**src/rtl/pfps_pkg.sv**
```systemverilog
// Shared types and constants for the particle frame parser with statistics.
// No dependencies; imported by every module of the block.
`timescale 1ns / 1ps
`default_nettype none

package pfps_pkg;

	localparam int ACC_WIDTH_DEF   = 32;
	localparam int COUNT_WIDTH_DEF = 16;
	localparam int ACC_MAX_W       = 48;
	localparam int CNT_MAX_W       = 32;
	localparam int TOTAL_W         = 32;
	localparam int VALUE_W         = 16;
	localparam int GOOD_W          = 16;
	localparam int POS_W           = 5;
	localparam int BYTE_W          = 8;
	localparam int TDATA_IN_W      = 8;
	localparam int TDATA_OUT_W     = 176;
	localparam int TUSER_OUT_W     = 2;

	localparam logic [BYTE_W-1:0]  START_A   = 8'd66;
	localparam logic [BYTE_W-1:0]  START_B   = 8'd77;
	localparam logic [VALUE_W-1:0] MIN_START = 16'd20000;

	localparam logic [POS_W-1:0] POS_START_A  = 5'd0;
	localparam logic [POS_W-1:0] POS_START_B  = 5'd1;
	localparam logic [POS_W-1:0] POS_FINE_HI  = 5'd6;
	localparam logic [POS_W-1:0] POS_FINE_LO  = 5'd7;
	localparam logic [POS_W-1:0] POS_COARSE_HI = 5'd8;
	localparam logic [POS_W-1:0] POS_COARSE_LO = 5'd9;
	localparam logic [POS_W-1:0] POS_SUM_LAST = 5'd29;
	localparam logic [POS_W-1:0] POS_CHECK_HI = 5'd30;
	localparam logic [POS_W-1:0] POS_LAST     = 5'd31;

	typedef enum logic {
		KIND_BYTE  = 1'b0,
		KIND_CLEAR = 1'b1
	} kind_t;

	typedef struct packed {
		logic               done;
		logic               good;
		logic               bad;
		logic [VALUE_W-1:0] fine;
		logic [VALUE_W-1:0] coarse;
	} frame_res_t;

	typedef struct packed {
		logic [GOOD_W-1:0]  good_frames;
		logic [VALUE_W-1:0] coarse_highest;
		logic [VALUE_W-1:0] coarse_lowest;
		logic [VALUE_W-1:0] fine_highest;
		logic [VALUE_W-1:0] fine_lowest;
		logic [TOTAL_W-1:0] coarse_total;
		logic [TOTAL_W-1:0] fine_total;
	} stats_view_t;

endpackage

`default_nettype wire

```
**src/rtl/particle_frame_parser_stats_core.sv**
```systemverilog
// An accepted item passes the input register, then the result register, to result valid.
// Throughput: one item per cycle while not stalled; a waiting result lets in one more item.
// Every item gives exactly one result item.
// Reset: arst_n clears parser position, statistics and both valid flags at once.
// Top level of the particle frame parser; uses pfps_pkg, pfps_frame_parser, pfps_stats.
`timescale 1ns / 1ps
`default_nettype none

module particle_frame_parser_stats_core import pfps_pkg::*; #(
	parameter int ACC_WIDTH   = ACC_WIDTH_DEF,
	parameter int COUNT_WIDTH = COUNT_WIDTH_DEF
) (
	input  wire logic                   clk,
	input  wire logic                   arst_n,
	input  wire logic                   s_tvalid,
	output logic                        s_tready,
	input  wire logic [TDATA_IN_W-1:0]  s_tdata,   // rx_byte
	input  wire logic [0:0]             s_tuser,   // kind
	output logic                        m_tvalid,
	input  wire logic                   m_tready,
	// fine_value, coarse_value, fine_total, coarse_total, fine_lowest,
	// fine_highest, coarse_lowest, coarse_highest, good_frames
	output logic [TDATA_OUT_W-1:0]      m_tdata,
	output logic [TUSER_OUT_W-1:0]      m_tuser    // frame_good, frame_bad
);

	logic              valid_s1;
	kind_t             kind_s1;
	logic [BYTE_W-1:0] byte_s1;
	logic              advance;
	logic              move;
	logic              is_byte;
	frame_res_t        res_raw;
	frame_res_t        res;
	stats_view_t       view;

	assign advance  = !m_tvalid || m_tready;
	assign move     = valid_s1 && advance;
	assign s_tready = !valid_s1 || advance;
	assign is_byte  = (kind_s1 == KIND_BYTE);

	always_ff @(posedge clk or negedge arst_n) begin
		if (!arst_n) begin
			valid_s1 <= 1'b0;
		end else if (s_tready) begin
			valid_s1 <= s_tvalid;
		end
	end

	always_ff @(posedge clk) begin
		if (s_tready && s_tvalid) begin
			kind_s1 <= kind_t'(s_tuser[0]);
			byte_s1 <= s_tdata[BYTE_W-1:0];
		end
	end

	pfps_frame_parser u_parser (
		.clk     (clk),
		.arst_n  (arst_n),
		.step    (move && is_byte),
		.rx_byte (byte_s1),
		.res     (res_raw)
	);

	always_comb begin
		res = res_raw;
		if (!is_byte) begin
			res = '0;
		end
	end

	pfps_stats #(
		.ACC_WIDTH   (ACC_WIDTH),
		.COUNT_WIDTH (COUNT_WIDTH)
	) u_stats (
		.clk    (clk),
		.arst_n (arst_n),
		.step   (move && is_byte),
		.clear  (move && !is_byte),
		.res    (res),
		.view   (view)
	);

	always_ff @(posedge clk or negedge arst_n) begin
		if (!arst_n) begin
			m_tvalid <= 1'b0;
		end else if (advance) begin
			m_tvalid <= valid_s1;
		end
	end

	always_ff @(posedge clk) begin
		if (move) begin
			m_tuser <= {res.bad, res.good};
			m_tdata <= {view.good_frames, view.coarse_highest, view.coarse_lowest,
			            view.fine_highest, view.fine_lowest, view.coarse_total,
			            view.fine_total, res.coarse, res.fine};
		end
	end

endmodule

`default_nettype wire

```
**src/rtl/pfps_frame_parser.sv**
```systemverilog
// Byte-level frame parser: header match, running sum, value latches, check word.
// Depends on pfps_pkg.
`timescale 1ns / 1ps
`default_nettype none

module pfps_frame_parser import pfps_pkg::*; (
	input  wire logic              clk,
	input  wire logic              arst_n,
	input  wire logic              step,
	input  wire logic [BYTE_W-1:0] rx_byte,
	output frame_res_t             res
);

	logic [POS_W-1:0]   pos_q, pos_d;
	logic [VALUE_W-1:0] sum_q, sum_d;
	logic [BYTE_W-1:0]  chk_hi_q, chk_hi_d;
	logic [VALUE_W-1:0] fine_q, fine_d;
	logic [VALUE_W-1:0] coarse_q, coarse_d;
	logic [VALUE_W-1:0] sum_add;
	logic [VALUE_W-1:0] check;
	logic               done;

	assign sum_add = sum_q + VALUE_W'(rx_byte);
	assign check   = {chk_hi_q, rx_byte};
	assign done    = (pos_q == POS_LAST);

	always_comb begin
		res.done   = done;
		res.good   = done && (check == sum_q);
		res.bad    = done && (check != sum_q);
		res.fine   = done ? fine_q : '0;
		res.coarse = done ? coarse_q : '0;
	end

	always_comb begin
		pos_d    = pos_q + POS_W'(1);
		sum_d    = sum_q;
		chk_hi_d = chk_hi_q;
		fine_d   = fine_q;
		coarse_d = coarse_q;
		if (pos_q == POS_START_A) begin
			sum_d = VALUE_W'(rx_byte);
			if (rx_byte != START_A) begin
				pos_d = POS_START_A;
			end
		end else if (pos_q == POS_START_B) begin
			sum_d = sum_add;
			if (rx_byte != START_B) begin
				pos_d = POS_START_A;
			end
		end else if (pos_q <= POS_SUM_LAST) begin
			sum_d = sum_add;
			case (pos_q)
				POS_FINE_HI:   fine_d   = {rx_byte, {BYTE_W{1'b0}}};
				POS_FINE_LO:   fine_d   = {fine_q[VALUE_W-1:BYTE_W], rx_byte};
				POS_COARSE_HI: coarse_d = {rx_byte, {BYTE_W{1'b0}}};
				POS_COARSE_LO: coarse_d = {coarse_q[VALUE_W-1:BYTE_W], rx_byte};
				default: ;
			endcase
		end else if (pos_q == POS_CHECK_HI) begin
			chk_hi_d = rx_byte;
		end else begin
			fine_d   = '0;
			coarse_d = '0;
			pos_d    = POS_START_A;
		end
	end

	always_ff @(posedge clk or negedge arst_n) begin
		if (!arst_n) begin
			pos_q    <= POS_START_A;
			sum_q    <= '0;
			chk_hi_q <= '0;
			fine_q   <= '0;
			coarse_q <= '0;
		end else if (step) begin
			pos_q    <= pos_d;
			sum_q    <= sum_d;
			chk_hi_q <= chk_hi_d;
			fine_q   <= fine_d;
			coarse_q <= coarse_d;
		end
	end

endmodule

`default_nettype wire

```
**src/rtl/pfps_stats.sv**
```systemverilog
// Running statistics: saturating totals, min and max, saturating frame count.
// Depends on pfps_pkg; takes frame results from pfps_frame_parser.
`timescale 1ns / 1ps
`default_nettype none

module pfps_stats import pfps_pkg::*; #(
	parameter int ACC_WIDTH   = ACC_WIDTH_DEF,
	parameter int COUNT_WIDTH = COUNT_WIDTH_DEF
) (
	input  wire logic       clk,
	input  wire logic       arst_n,
	input  wire logic       step,
	input  wire logic       clear,
	input  wire frame_res_t res,
	output stats_view_t     view
);

	logic [ACC_WIDTH-1:0]   fine_acc_q, fine_acc_d;
	logic [ACC_WIDTH-1:0]   coarse_acc_q, coarse_acc_d;
	logic [VALUE_W-1:0]     fine_min_q, fine_min_d;
	logic [VALUE_W-1:0]     fine_max_q, fine_max_d;
	logic [VALUE_W-1:0]     coarse_min_q, coarse_min_d;
	logic [VALUE_W-1:0]     coarse_max_q, coarse_max_d;
	logic [COUNT_WIDTH-1:0] count_q, count_d;
	logic [ACC_WIDTH:0]     fine_sum, coarse_sum;
	logic [ACC_MAX_W-1:0]   fine_ext, coarse_ext;
	logic [CNT_MAX_W-1:0]   count_ext;

	assign fine_sum   = {1'b0, fine_acc_q} + (ACC_WIDTH+1)'(res.fine);
	assign coarse_sum = {1'b0, coarse_acc_q} + (ACC_WIDTH+1)'(res.coarse);

	always_comb begin
		fine_acc_d   = fine_acc_q;
		coarse_acc_d = coarse_acc_q;
		fine_min_d   = fine_min_q;
		fine_max_d   = fine_max_q;
		coarse_min_d = coarse_min_q;
		coarse_max_d = coarse_max_q;
		count_d      = count_q;
		if (clear) begin
			fine_acc_d   = '0;
			coarse_acc_d = '0;
			fine_min_d   = MIN_START;
			fine_max_d   = '0;
			coarse_min_d = MIN_START;
			coarse_max_d = '0;
			count_d      = '0;
		end else if (step && res.good) begin
			fine_acc_d   = fine_sum[ACC_WIDTH] ? '1 : fine_sum[ACC_WIDTH-1:0];
			coarse_acc_d = coarse_sum[ACC_WIDTH] ? '1 : coarse_sum[ACC_WIDTH-1:0];
			if (res.fine < fine_min_q) begin
				fine_min_d = res.fine;
			end
			if (res.fine > fine_max_q) begin
				fine_max_d = res.fine;
			end
			if (res.coarse < coarse_min_q) begin
				coarse_min_d = res.coarse;
			end
			if (res.coarse > coarse_max_q) begin
				coarse_max_d = res.coarse;
			end
			if (count_q != {COUNT_WIDTH{1'b1}}) begin
				count_d = count_q + COUNT_WIDTH'(1);
			end
		end
	end

	// clamp the reported figures to their field widths
	assign fine_ext   = ACC_MAX_W'(fine_acc_d);
	assign coarse_ext = ACC_MAX_W'(coarse_acc_d);
	assign count_ext  = CNT_MAX_W'(count_d);

	always_comb begin
		view.fine_total     = (|fine_ext[ACC_MAX_W-1:TOTAL_W]) ? '1 : fine_ext[TOTAL_W-1:0];
		view.coarse_total   = (|coarse_ext[ACC_MAX_W-1:TOTAL_W]) ? '1 :
		                      coarse_ext[TOTAL_W-1:0];
		view.fine_lowest    = fine_min_d;
		view.fine_highest   = fine_max_d;
		view.coarse_lowest  = coarse_min_d;
		view.coarse_highest = coarse_max_d;
		view.good_frames    = (|count_ext[CNT_MAX_W-1:GOOD_W]) ? '1 : count_ext[GOOD_W-1:0];
	end

	always_ff @(posedge clk or negedge arst_n) begin
		if (!arst_n) begin
			fine_acc_q   <= '0;
			coarse_acc_q <= '0;
			fine_min_q   <= MIN_START;
			fine_max_q   <= '0;
			coarse_min_q <= MIN_START;
			coarse_max_q <= '0;
			count_q      <= '0;
		end else if (step || clear) begin
			fine_acc_q   <= fine_acc_d;
			coarse_acc_q <= coarse_acc_d;
			fine_min_q   <= fine_min_d;
			fine_max_q   <= fine_max_d;
			coarse_min_q <= coarse_min_d;
			coarse_max_q <= coarse_max_d;
			count_q      <= count_d;
		end
	end

endmodule

`default_nettype wire

```
**config.mk**
```make
export PLATFORM = sky130hd
export DESIGN_NAME = particle_frame_parser_stats_core
export DESIGN_NICKNAME = d
export VERILOG_FILES = /design/src/rtl/pfps_pkg.sv /design/src/rtl/particle_frame_parser_stats_core.sv /design/src/rtl/pfps_frame_parser.sv /design/src/rtl/pfps_stats.sv
export SDC_FILE = /design/constraint.sdc
export NUM_CORES = 1
export LEC_CHECK = 0
export ABC_CLOCK_PERIOD_IN_PS = 8400
export BUFFER_PORTS_ARGS = -buffer_cell sky130_fd_sc_hd__clkbuf_2
export CAP_MARGIN = 40
export CORE_ASPECT_RATIO = 2
export CORE_UTILIZATION = 40
export CTS_BUF_LIST = sky130_fd_sc_hd__clkbuf_4 sky130_fd_sc_hd__clkbuf_8 sky130_fd_sc_hd__clkbuf_16
export CTS_CLUSTER_DIAMETER = 80
export DETAILED_ROUTE_END_ITERATION = 7
export PLACE_DENSITY = 0.58
export SYNTH_ARGS = -nofsm -noshare
export SYNTH_HDL_FRONTEND = slang
export SYNTH_SLANG_ARGS = --single-unit
```
**constraint.sdc**
```tcl
create_clock -name clk -period 8.4 [get_ports clk]
set_clock_uncertainty 0.15 [all_clocks]
set_input_delay 1.68 -clock clk [delete_from_list [all_inputs] [get_ports clk]]
set_output_delay 1.68 -clock clk [all_outputs]
set_load 0.02 [all_outputs]
```
==> After elaboration in Yosys (flattened, before gate mapping) <==
Cells that the tools add are included.
{ "totals": {"regBits": 394, "inputBits": 13, "out_inout_bits": 180, "word_cells": 112} }
{ "classes": {"n_addsub": 5, "n_lt_le_gt_ge": 5, "n_eq_ne": 19, "n_mux": 38, "bitwise_logic": 4, "reduce_logical": 20} }
{ "op_table": {"columns": ["op", "n"], "rows": [
  ["2-to-1 mux 16 bit", 23],
  ["2-to-1 mux 32 bit", 6],
  ["adder 32 x 16 -> 33 bit", 2],
  ["case mux 16 bit (2 select lines)", 2],
  ["2-to-1 mux 34 bit", 1],
  ["greater-than comparator 16 bit", 2],
  ["< comparator 16 bit", 2],
  ["2-to-1 mux 5 bit", 6],
  ["adder 16 x 1 -> 16 bit, second input constant", 1],
  ["adder 16 x 8 -> 16 bit", 1],
  ["equality test 16 bit", 1],
  ["!= test 16 bit", 1],
  ["!= test 16 bit, second input constant", 1],
  ["!= test 8 x 7 -> 1 bit, second input constant", 2],
  ["AND reduction 5 bit", 3],
  ["AND reduction 6 bit", 2],
  ["equality test 5 x 3 -> 1 bit, second input constant", 2],
  ["equality test 5 x 4 -> 1 bit, second input constant", 2],
  ["equality test 5 bit, second input constant", 2],
  ["!= test 2 bit, second input constant", 4],
  ["logical AND 1 bit", 7],
  ["!= test 3 bit, second input constant", 2],
  ["adder 5 x 1 -> 5 bit, second input constant", 1],
  ["equality test 5 x 1 -> 1 bit, second input constant", 1],
  ["8 further kinds", 14]
]} }

==> Longest topological paths before layout <==
{ "depth": {"word_depth": 7, "mapped_depth": 22, "mapped_depth_nobuf": 16} }

==> Cells and area by module <==
Synthesis repeated with hierarchy kept, for this count alone.
{ "unflattened": {"cells_unflattened": 1826, "hier_area_um2": 20031.7} }
{ "modules_own_cells": {"columns": ["module", "n_inst", "cells_per_inst", "area_each_um2", "seq_area_each_um2"], "rows": [
  ["pfps_stats", 1, 1211, 10440.0, 3616.0],
  ["particle_frame_parser_stats_core", 1, 236, 5964.5, 5665.4],
  ["pfps_frame_parser", 1, 379, 3627.2, 1526.5]
]} }

==> Worst setup path before layout <==
No wires, ideal clock.
{ "synth_timing": {"path_kind": "input port to flip-flop", "from": "in m_tready", "to": "reg m_tdata[171], data pin", "setup_time_ps": 147, "arrival_time_ps": 9523, "required_time_ps": 8103, "setup_slack_ps": -1419, "cell_stages": 8, "path_buffers": 1, "path_cell_list": "nand2b_1 > and2_1 > clkbuf_1 > nand3_1 > nor2_2 > nand4_1 > or3_1 > a21oi_1"} }
{ "synth_via": {"elab_chain_cells": 6, "elab_cells_between_ends": 7, "cone_classes": "mux (2); reduce/logical (5)"} }
{ "synth_rtl": {"columns": ["element", "line", "rtl"], "rows": [
  ["start, declared", "particle_frame_parser_stats_core.sv:20", "input wire logic m_tready,"],
  ["logical OR 1 bit (*)", "particle_frame_parser_stats_core.sv:37", "assign advance = !m_tvalid || m_tready;"],
  ["logical AND 1 bit (*)", "particle_frame_parser_stats_core.sv:38", "assign move = valid_s1 && advance;"],
  ["net move", "particle_frame_parser_stats_core.sv:31", "logic move;"],
  ["logical AND 1 bit", "particle_frame_parser_stats_core.sv:78", ".step (move && is_byte),"],
  ["logical AND 1 bit", "pfps_stats.sv:48", "end else if (step && res.good) begin"],
  ["2-to-1 mux 16 bit", "pfps_stats.sv:48", null],
  ["2-to-1 mux 16 bit (*)", "pfps_stats.sv:40", "if (clear) begin"],
  ["net u_stats.count_d[11]", "pfps_stats.sv:24", "logic [COUNT_WIDTH-1:0] count_q, count_d;"],
  ["end signal, assigned", "particle_frame_parser_stats_core.sv:95", "m_tdata <= {view.good_frames, view.coarse_highest, view.coarse_lowest,"],
  ["end, declared", "particle_frame_parser_stats_core.sv:23", "output logic [TDATA_OUT_W-1:0] m_tdata,"]
]} }
The timed path passes the listed nets; every way through them passes the cells marked *.
A chain may end at the register's enable or synchronous reset.

==> Worst setup path in the final report <==
{ "layout_timing": {"from": "reg u_parser.pos_q[0]", "to": "reg m_tdata[67], data pin"} }
{ "layout_via": {"elab_chain_cells": 7, "elab_cells_between_ends": 9, "cone_classes": "add/sub (1); eq/ne (1); mux (5); reduce/logical (2)"} }
{ "layout_rtl": {"columns": ["element", "line", "rtl"], "rows": [
  ["start, declared", "pfps_frame_parser.sv:14", "logic [POS_W-1:0] pos_q, pos_d;"],
  ["start signal, assigned", "pfps_frame_parser.sv:77", "pos_q <= pos_d;"],
  ["equality test 5 bit (*)", "pfps_frame_parser.sv:25", "assign done = (pos_q == POS_LAST);"],
  ["2-to-1 mux 16 bit", "pfps_frame_parser.sv:32", "res.coarse = done ? coarse_q : '0;"],
  ["2-to-1 mux 34 bit (*)", "particle_frame_parser_stats_core.sv:67", "if (!is_byte) begin"],
  ["adder 32 x 16 -> 33 bit", "pfps_stats.sv:30", "assign coarse_sum = {1'b0, coarse_acc_q} + (ACC_WIDTH+1)'(res.coarse);"],
  ["2-to-1 mux 32 bit", "pfps_stats.sv:50", "coarse_acc_d = coarse_sum[ACC_WIDTH] ? '1 : coarse_sum[ACC_WIDTH-1:0];"],
  ["2-to-1 mux 32 bit (*)", "pfps_stats.sv:48", null],
  ["2-to-1 mux 32 bit (*)", "pfps_stats.sv:40", null],
  ["net u_stats.coarse_acc_d[3]", "pfps_stats.sv:19", "logic [ACC_WIDTH-1:0] coarse_acc_q, coarse_acc_d;"]
]} }
Marked as above.

==> results.md <==
* Status: finished clean
* Clk sink count at 394
* RSZ-0062 raised after global routing: false
* Worst Path Arrival at around 5800 ps
* Synth Register Bits at a little under 400
* Drt pass-1 iters at 5
* Period utilization at 0.6788
* Design area at 0.02307 mm²
* Power density cells at 185.9 mW/mm²
* Largest net degree at the start of global routing at 98
* Most used flip-flop cell after synthesis: dfrtp_1
* CP max stage delay at 730 ps
* Initial antenna violation count at 0
* Final Critical Period at 5702 ps
* Crit Path Class: flip-flop to flip-flop
* Mean Syn Cell Area at about 11 µm²
* Post-CTS Setup Repair Bufs at 0
* Die Width at 161.0 µm
* Pins Over Slew Limit at 0
* Commonest non-fill, non-tap cell in the layout: dfrtp_1
* Die Span Y at 320.0 µm
* Leakage at between 0.01 and 0.015 µW
* Post-synth ARST share at 0.5254
* CTS Hold Bufs at 0
* Crit start category: flip-flop
* Final net count at 2,105
* Die area at 0.05153 mm²
* Slowest CP cell: o311ai_4
* Ant. Diodes at 0
* CP Max Fanout at 45
* Remaining global-route overflow at 0
* DR WL/cell at 20.27 µm
* Worst ir drop on vdd at 0.1887 mV
* Vias in the first global route at 15.23k
* Total Wirelength at 54,910 µm
* Most frequent cells in the layout: 197 x dfrtp_1, 191 x nor2_1, 191 x clkbuf_2
* Layout area overhead at 14.06%
* Vias per cell at roughly 5.6
* Slew margin rel. at 0.4463
* First-pass GRT wire length at about 85,000 µm
* ANT nets after route at 0
* PnR worst setup slack at 2698 ps
* CTS tree: done
* Yosys Warn Count at 0
* Fillers at 4,666
* Post-route core utilization at 0.4621
* Port buffer count at 192
* Area of the mapped netlist at 0.02023 mm²
* CP dominant cell by count: ha_1
* Routability cong. at 0.8767
* Mapped Cells at ~1.9k
* # IOs at 193
* Max Cap Viol at 0
* Starting density of the core at 0.4051
* DRC Markers at 0
* Final hold viol count at 0
* DP Wirelength at approximately 40,000 µm
* Core area at 0.04993 mm²
* Proportion of layout cells with a drive suffix above 1 at 0.1777
* Clock Pin Slew Worst Setup and Hold Paths at roughly 70 ps
* Post-CTS Resized at 0
* Yosys cell types at 103
* CTS H-tree lvls at 2
* Total CTS buffers at 37
* First-iteration detailed-routing DRC count at 894
* Worst skew pair latency at 560 ps
* Post-Syn Nets at 1,956
* FMAX at 0.1754 GHz
* CP endpoint kind: flip-flop
* Worst min path class: flip-flop to flip-flop
* Setup TNS at 0 ps
* Via Count at approximately 15k
* Number of synthesized flops with an enable pin at 187
* Row count at 116
* Critical-path cell list: ha_1, and3_1, ha_1, buf_4, nor2b_4, buf_4, nand2_1, xnor2_1, ha_1, a31oi_1, o221ai_2, nand4_1, nand3_1, o311ai_4, nand2_2, nor4_1, nor3_1
* Worst EP required at 8530 ps
* Pre-CTS setup slack at 2732 ps
* Clock Path Buffers at 3
* CTS root buffer: clkbuf_16
* Design Power at about 4300 µW
* Gr usage total at 0.2140
* DP Area at about 0.022 mm²
* Seq/Total Area, Yosys at 0.5343
* Endpoints failing setup at 0
* Worst slew pin tran at between 800 and 900 ps
==> path summary, 6_finish.rpt <==
path	end	startpoint	slack, ps	cells after the start
hold reg to reg	u_parser.coarse_q[9]	u_parser.coarse_q[9]	330	2
min in group asynchronous	u_stats.fine_max_q[7]	arst_n	800	1
setup / recovery	m_tdata[67]	u_parser.pos_q[0]	2700	17
hold / removal	u_parser.coarse_q[9]	u_parser.coarse_q[9]	330	2
max in group asynchronous	u_stats.fine_acc_q[7]	arst_n	5840	4
setup reg to reg	m_tdata[67]	u_parser.pos_q[0]	2700	17
==> cell families after synthesis <==
logic type	share of synthesized area
AOI/OAI and AO/OA	0.1588
xor gates and xnor gates	0.03934
adders and majority gates	0.04720
buffers and inverters	0.04466
DFF	0.5343
muxes	0.03711
and+or+nand+nor	0.1386
==> power by group <==
group          internal [µW]  total, µW  switching [µW]
clock                   1060       1820             758
combinational           92.0        309             217
sequential              2100       2160            58.0
total                   3260       4290            1030
==> final cells by class <==
cell class                      count  area, µm²  share of cell area
Tap cell                          649      812.0             0.03520
Inverter                          103      391.6             0.01697
Sequential cell                   394      10810              0.4685
Clock inverter                     21      244.0             0.01058
Clock buffer                       47       1067             0.04626
Timing Repair Buffer              214       1207             0.05233
Multi-Input combinational cell   1281       8541              0.3702
==> sequential cells by signal (all words and copies together), names as in the netlist <==
name                  count
u_parser.sum_q           16
valid_s1                  1
u_stats.coarse_max_q     16
u_parser.chk_hi_q         8
u_parser.fine_q          16
kind_s1                   1
m_tvalid                  1
u_stats.count_q          16
u_stats.coarse_acc_q     32
u_stats.coarse_min_q     16
u_stats.fine_min_q       16
u_parser.pos_q            5
m_tuser                   2
u_parser.coarse_q        16
m_tdata                 176
byte_s1                   8
u_stats.fine_acc_q       32
u_stats.fine_max_q       16
==> synth_stat cells (all sizes together), types with 13 or more instances <==
cell type | n | share of area
nand3b | 13 | 0.0087
nor3 | 25 | 0.0064
edfxtp | 187 | 0.28
a21oi | 134 | 0.034
ha | 60 | 0.037
nand3 | 35 | 0.0087
and3 | 28 | 0.0087
inv | 103 | 0.019
and2 | 22 | 0.0068
nor2b | 14 | 0.0047
a311oi | 24 | 0.011
clkbuf | 62 | 0.012
o21a | 13 | 0.0052
a211oi | 22 | 0.0082
mux2i | 66 | 0.033
o211ai | 27 | 0.010
nand4 | 25 | 0.0077
buf | 42 | 0.014
nand2 | 155 | 0.029
maj3 | 18 | 0.0091
nor2 | 192 | 0.036
xor2 | 23 | 0.010
xnor2 | 67 | 0.029
a31oi | 38 | 0.012
o21ai | 91 | 0.023
dfrtp | 197 | 0.24
==> worst max-delay path: cells and delay by family (launching register included) <==
family / cells / cell delay (ps)
adder cells (fa/ha/maj): 3 / 570
flip-flops: 1 / 400
AO/OA/AOI/OAI: 3 / 1280
buffers and inverters: 2 / 730
AND/OR/NAND/NOR: 8 / 2070
XOR/XNOR: 1 / 190
==> per-stage QoR <==
step / hold WS (ps) / cells
floorplan: 291.8 / 1882
global placement: 317.8 / 2637
detailed placement: 324.3 / 2641
CTS: 338.9 / 2709
global route: 354.7 / 2709
finish: 334.8 / 2709
==> per-layer routing <==
metal,routed length (µm),part of all wire,GRT usage
met2,28740,0.52,0.3882
met3,2315,0.042,0.02814
met1,21140,0.39,0.2425
met4,2715,0.049,0.1090
met5,0,0,0
No activity file was read; power rests on OpenSTA's default activity.
